**src/hw/rtl/itdq_ram.sv**
```systemverilog
module itdq_ram #(
  parameter int WIDTH = 8,
  parameter int DEPTH = 16
) (
  input  logic                     clk,
  input  logic                     we,
  input  logic [$clog2(DEPTH)-1:0] waddr,
  input  logic [WIDTH-1:0]         wdata,
  input  logic [$clog2(DEPTH)-1:0] raddr,
  output logic [WIDTH-1:0]         rdata
);

  logic [WIDTH-1:0] mem [DEPTH];

  always_ff @(posedge clk) begin
    if (we) begin
      mem[waddr] <= wdata;
    end
    rdata <= mem[raddr];
  end

endmodule

```
**config.mk**
```make
export PLATFORM = sky130hd
export DESIGN_NAME = itdq_ram
export DESIGN_NICKNAME = d
export VERILOG_FILES = /design/src/hw/rtl/itdq_ram.sv
export SDC_FILE = /design/constraint.sdc
export NUM_CORES = 1
export LEC_CHECK = 0
export BUFFER_PORTS_ARGS = -buffer_cell sky130_fd_sc_hd__buf_4
export CAP_MARGIN = 15
export CORE_UTILIZATION = 23
export CTS_BUF_LIST = sky130_fd_sc_hd__clkbuf_4 sky130_fd_sc_hd__clkbuf_8
export DETAILED_ROUTE_END_ITERATION = 12
export HOLD_SLACK_MARGIN = 0.05
export PLACE_DENSITY = 0.49
export SYNTH_ARGS = -nofsm -noshare
export SYNTH_HDL_FRONTEND = slang
export SYNTH_SLANG_ARGS = --single-unit
export TNS_END_PERCENT = 20
```
**constraint.sdc**
```tcl
create_clock -name clk -period 1.9 [get_ports clk]
set_clock_uncertainty 0.05 [all_clocks]
set_input_delay 0.285 -clock clk [delete_from_list [all_inputs] [get_ports clk]]
set_output_delay 0.285 -clock clk [all_outputs]
set_load 0.03 [all_outputs]
```
# Word level (Yosys, flattened, before mapping)
# Memories as Yosys holds them, arrays and structs flattened. A register that Yosys moved wholly into a read port is not among the register bits.
# Cells that the tools add are included.
# op_classes
add_sub_neg	0
n_mul	0
div_mod_pow	0
order_cmp	0
n_eq_ne	0
n_shift	0
mux	2
bitwise_logic	0
n_reduce_logical	0
# ops
op	n
two-way mux 1 bit	2
# totals
ff_bits	0
latch_bits	0
ramBits	128
romBits	0
inputBits	18
elab_cells	3
memories	1
# memory_table
memory	depth	width	read_ports	rd_ports_with_merged_regs	wr	line_no	text
mem	16	8	1	1	1	13	logic [WIDTH-1:0] mem [DEPTH];

# Longest topological paths before layout
# Gate-level depths: netlist of run 1.
# depth
depth_word	2
depth_mapped	5
mapped_depth_nobuf	3

# Worst setup path after synthesis of run 1
# No wires, ideal clock.
# synth_path
path_type	input -> register
startpoint	input port waddr[2]
endpoint	memory mem[0][0], enable pin
setup_ps	383
arrival_ps	1395
required_ps	1467
setup_slack_ps	72
path_stages	2
cell_sequence	or3b_2 nor3_1
# synth_lines
element	line_no	text
start, declared	7	input logic [$clog2(DEPTH)-1:0] waddr,
end, declared	13	
# No word-level cell before the write port.

==> flow_summary.yaml, run 1 <==
cells_and_area:
  n_antenna_cell: 0
  nFillCells: 2210
  drive_above_1_share: 0.3300
  area_growth_pct: 19.69
  instances_no_fill: 580
  nNetsFinal: 305
route:
  wl_per_cell_um: 18.29
  drtPass1Iterations: 5
  drt_iter0_markers: 180
  ant_nets: 0
  viasPerCell: 4.183
  wl_um: 10610
  drc: 0
  dr_total_vias: 2426
synthesis:
  synth_compound_area_frac: 0.02333
  yosys_warnings: 0
  synth_cell_types: 19
  synth_nets: 247
  yosys.area_share.adder: 0
  synth_simple_gate_area_frac: 0.03184
  synth.yosys.seq_area_share: 0.7778
  synth_mux_area_frac: 0.1502
  netlist_instances: 229
  synth-xor-area-share: 0
  avgSynthCellArea_um2: 22.48
  synth_top_family_by_area: "multiplexers"
  synth_area_um2: 5147
  yosys_register_bits: 136
global_route:
  antenna_found_initial: 0
  overflow: 0
  grt_use_total: 0.09995
  grt_pass1_vias: 2499
  grt_pass1_wl_um: 15740
  grt_max_degree: 17
critical_path:
  cp_num_buf_inv: 0
  r2r_slack_ps: 390
  required_ps: 2170
  reg2reg_depth: 3
  arrival_ps: 1780
  path_max_fanout: 1
  critical_path.startpoint_type: "flop"
  r2r-end: "rdata[3]"
  critPathSlowestCell: "mux4_1"
  rr_startpoint: "mem[1][3]"
  crit_chain: "mux4_1, a22oi_1, nand2_1"
  crit_family: "multiplexers"
  endpoint_kind: "flop"
  critPathMaxStageDelay_ps: 530
  critPathKind: "reg -> reg"
  cp.depth: 3
clock_tree:
  clock_path_buffers: 2
  cts_tree: "done"
  post_cts.repair.setup_buffers: 0
  cts_made_buffers: 17
  cts_root_buf: "clkbuf_8"
  cts-htree-levels: 4
  clk_latency_ps: 440
  cts_resized: 0
  cts_hold_buf: 0
  cts.sinks: 136
  clk_pin_slew_ps: 70
die:
  die_h_um: 151.6
  initial_core_util: 0.2351
  die_area_um2: 22980
  die_x_um: 151.6
  num_rows: 54
  core_area_um2: 21890
  design.portCount: 26
placement:
  gp_congestion: 0.7304
  place_inst: 548
  hpwl_um: 7080
  io_buffers: 25
pwr:
  leakage_uw: 0.002036
  power_density_nw_per_um2: 940.5
  vdd_drop_max_mv: 0.3215
sta:
  min_period_ps: 1509
  worstMarginPinSlew_ps: 456.0
  drv_slew: 0
  finalHoldViolCount: 0
  setup_tns_ps: 0
  fmax_ghz: 0.6626
  fin_crit_sh: 0.7944
  maxSlewHeadroom: 0.6960
  setup_viol: 0
  rsz0062_at_grt: "false"
run_status:
  outcome: "finished, final reports clean"
min_path:
  worstHoldPathCells: 1
  hold_path_class: "in -> reg"
  hold_end: "mem[3][1]"
  holdCritStartpoint: "wdata[1]"
flow_run:
  maxCapViolCount: 0
[metrics by stage]
step | hold WS, ps | cell area, um2 | power (uW) | util | setup WS (ps)
2_1_floorplan | 333.9 | 5147 | 3641 | - | 72.13
3_3_place_gp | 540.7 | 5817 | 3820 | 0.2657 | 108.4
3_5_place_dp | 555.2 | 5817 | 3830 | 0.2657 | 117.9
4_1_cts | 83.01 | 6161 | 5861 | 0.2814 | 387.2
5_1_grt | 94.20 | 6161 | 6006 | 0.2814 | 342.1
6_report | 104.3 | 6161 | 5794 | 0.2814 | 390.7
[final cells by class]
type	count	area, um2	area share
clock buffers	22	290.3	0.04712
flip-flops and latches	136	4004	0.6499
repair buffers	49	405.4	0.06580
well taps	280	350.3	0.05686
clock inverters	10	53.80	0.008733
multi-input cells	83	1057	0.1716
[per-layer routing]
metal / vias up / routed length, um / global-route usage
li1: 1083 / - / -
met1: 1261 / 5053 / 0.1393
met2: 68 / 4868 / 0.1454
met3: 14 / 547 / 0.03323
met4: 0 / 138 / 0.03267
met5: - / 0 / 0
[registers in the layout, summed over array words and instances, names as in the netlist]
register,count
mem,128
rdata,8
[worst max-delay path by stage]
stage / from / end / slack, ps
finish: mem[1][3] / rdata[3] / 390
detailed placement: raddr[0] / rdata[3] / 120
floorplan: waddr[2] / mem[0][0] / 70
global placement: raddr[0] / rdata[3] / 110
CTS: mem[1][3] / rdata[3] / 390
global route: mem[1][3] / rdata[3] / 340
[power breakdown]
part / internal, uW / switching, uW
combinational: 166 / 220
sequential: 3350 / 18.1
clock: 1010 / 1030
total: 4530 / 1270
[Yosys cell counts]
cell / instances / area (um2)
edfxtp_1: 128 / 3844
mux4_2: 18 / 405.4
a22oi_1: 16 / 120.1
mux4_1: 14 / 367.9
nor2_1: 13 / 48.80
nand2_1: 9 / 33.78
dfxtp_1: 8 / 160.2
nor3_1: 4 / 20.02
buf_2: 3 / 15.01
buf_6: 3 / 33.78
clkdlybuf4s25_2: 3 / 30.03
nand2b_1: 2 / 12.51
nand3b_1: 2 / 15.01
and2_1: 1 / 6.260
and2b_1: 1 / 7.510
buf_4: 1 / 7.510
nand3_1: 1 / 5.000
nor2b_1: 1 / 6.260
or3b_2: 1 / 8.760
[kinds of logic after synthesis]
group	Yosys count
compound gates	16
buf+inv	10
flops	136
mux	32
simple gates	35
[placed cells by master, fill, tap and decap left out]
master      netlist  final
a22oi_1          16     16
and2_1            1      1
and2b_1           1      1
buf_12            0      3
buf_4             1     46
clkbuf_4          0      2
clkbuf_8          0     20
clkinv_1          0      1
clkinv_2          0      7
clkinvlp_4        0      2
dfxtp_1           8      8
edfxtp_1        128    128
mux4_1           14     14
mux4_2           18     18
nand2_1           9      9
nand2b_1          2      2
nand3_1           1      1
nand3b_1          2      2
nor2_1           13     13
nor2b_1           1      1
nor3_1            4      4
or3b_2            1      1
[worst register-to-register path: stages, from the launching register on]
cell	delay, ps
edfxtp_1	360
mux4_1	530
a22oi_1	360
nand2_1	90
(Power assumes the default switching activity.)
==> run 2, diff against run 1 <==
==> constraint.sdc (replaced) <==
create_clock -name clk -period 1.3 [get_ports clk]
set_clock_uncertainty 0.05 [all_clocks]
set_input_delay 0.195 -clock clk [delete_from_list [all_inputs] [get_ports clk]]
set_output_delay 0.195 -clock clk [all_outputs]
set_load 0.03 [all_outputs]
==> flow_summary.yaml, run 2 (synthesis results as in run 1) <==
run_status:
  outcome: "complete, but fails checks"
  violations: "setup timing"
placement:
  hpwl_um: 7230
  gp_congestion: 0.6891
  io_buffers: 25
cells_and_area:
  n_antenna_cell: 0
  post-route-util: 0.2976
  nNetsFinal: 320
  largest_register_ffs: 128
  area_growth_pct: 26.54
  top_regs: "mem x128, rdata x8"
  regMostFlops: "mem"
  layout_common_cells: "edfxtp_1, buf_4, mux4_2, clkbuf_8"
  drive_above_1_share: 0.4095
  layout_commonest_cell: "edfxtp_1"
  nFillCells: 2156
sta:
  fin_crit_sh: 1.030
  rsz0062_at_grt: "true"
  fmax_ghz: 0.7470
  setup_ws_ps: -38.70
  finalHoldViolCount: 0
  setup_viol: 4
  maxSlewHeadroom: 0.3954
  drv_slew: 0
  min_period_ps: 1339
  worstMarginPinSlew_ps: 903.5
  setup_tns_ps: -96.42
global_route:
  use_met1: 0.1371
  overflow: 0
  grt_pass1_wl_um: 16080
  grt_pass1_vias: 2567
  met2_usage: 0.1550
  antenna_found_initial: 0
  grt_max_degree: 17
  top_usage_layer: "met2"
  met3_usage: 0.03263
  grt_use_total: 0.1012
route:
  wl_um: 10700
  wl_per_cell_um: 17.98
  viasPerCell: 4.057
  drtPass1Iterations: 4
  ant_nets: 0
  drt_iter0_markers: 143
  drc: 0
  dr_total_vias: 2414
clock_tree:
  clk_pin_slew_ps: 80
  cts_made_buffers: 17
  cts-htree-levels: 4
  clk_latency_ps: 430
  post_cts.repair.setup_buffers: 0
  cts.sinks: 136
  cts_root_buf: "clkbuf_8"
  clock_path_buffers: 2
  cts_tree: "done"
die:
  design.portCount: 26
  die_x_um: 151.6
  die_area_um2: 22980
  initial_core_util: 0.2351
  num_rows: 54
  die_h_um: 151.6
  core_area_um2: 21890
critical_path:
  path_max_fanout: 1
  critPathMaxStageDelay_ps: 530
  arrival_ps: 1600
  critical_path.startpoint_type: "flop"
  crit_chain: "mux4_2, a22oi_2, nand2_1"
  critPathKind: "reg -> reg"
  endpoint_kind: "flop"
  critPathSlowestCell: "mux4_2"
  required_ps: 1560
pwr:
  vdd_drop_max_mv: 0.5630
  power_density_nw_per_um2: 1437
  leakage_uw: 0.002127
min_path:
  hold_path_class: "in -> reg"
flow_run:
  maxCapViolCount: 0
[run 2: cell count changes in the layout (fill, tap and decap cells not counted), moves of 2 or more]
cell and change:
buf_12 +7, clkinv_2 -5, nor2_2 +3, mux4_1 -10
mux4_2 +10, bufinv_16 +4, clkbuf_4 -2, a22oi_2 +8
clkinvlp_4 +2, nor2_1 -3, a22oi_1 -8, nor3_1 -2
dlygate4sd3_1 +8
[run 2: what timing repair did]
action / in CTS / in global routing
hold buffers: 8 / 0
endpoints found under the setup margin: 8 / 9
pin swaps: 8 / 4
gates resized for setup: 17 / 1
endpoints found under the hold margin: 128 / 0
[run 2: worst max-delay path, delay by kind of cell, from the launching register on]
family	cells	cell delay [ps]
mux	1	530
flops	1	380
compound gates	1	160
simple gates	1	110
[run 2: layout make-up]
type / instances / area (um2) / share of cell area
clock buffers: 20 / 275.3 / 0.04226
clock inverters: 12 / 172.7 / 0.02651
multi-input cells: 83 / 1086 / 0.1667
flip-flops and latches: 136 / 4004 / 0.6147
well taps: 280 / 350.3 / 0.05378
repair buffers: 64 / 625.6 / 0.09604
[run 2: worst paths after layout]
path | start | endpoint | slack [ps] | cells past startpoint
min | raddr[1] | rdata[4] | 250 | 4
max | mem[7][5] | rdata[5] | -40 | 3
min reg2reg | mem[15][2] | rdata[2] | 620 | 3
max reg2reg | mem[7][5] | rdata[5] | -40 | 3
[run 2: per-layer routing]
layer / vias to the layer above / routed length (um)
met2: 41 / 5115
met5: - / 0
met3: 4 / 385
li1: 1108 / -
met1: 1261 / 5163
met4: 0 / 34
[run 2: where the power goes]
| group | switching (uW) | internal [uW] | total, uW |
|---|---|---|---|
| sequential | 33.5 | 4900 | 4930 |
| clock | 1550 | 2230 | 3790 |
| combinational | 345 | 302 | 647 |
[run 2: stage by stage]
step	std cells	setup slack, ps	power (uW)	area (um2)	hold slack, ps
finish	595	-38.70	9363	6514	245.8
global route	595	-81.40	9684	6514	245.0
CTS	595	-54.71	9467	6518	214.9
floorplan	229	-136.6	5326	5174	243.9
detailed placement	555	-375.3	5647	5983	471.5
global placement	555	-376.2	5636	5983	453.1
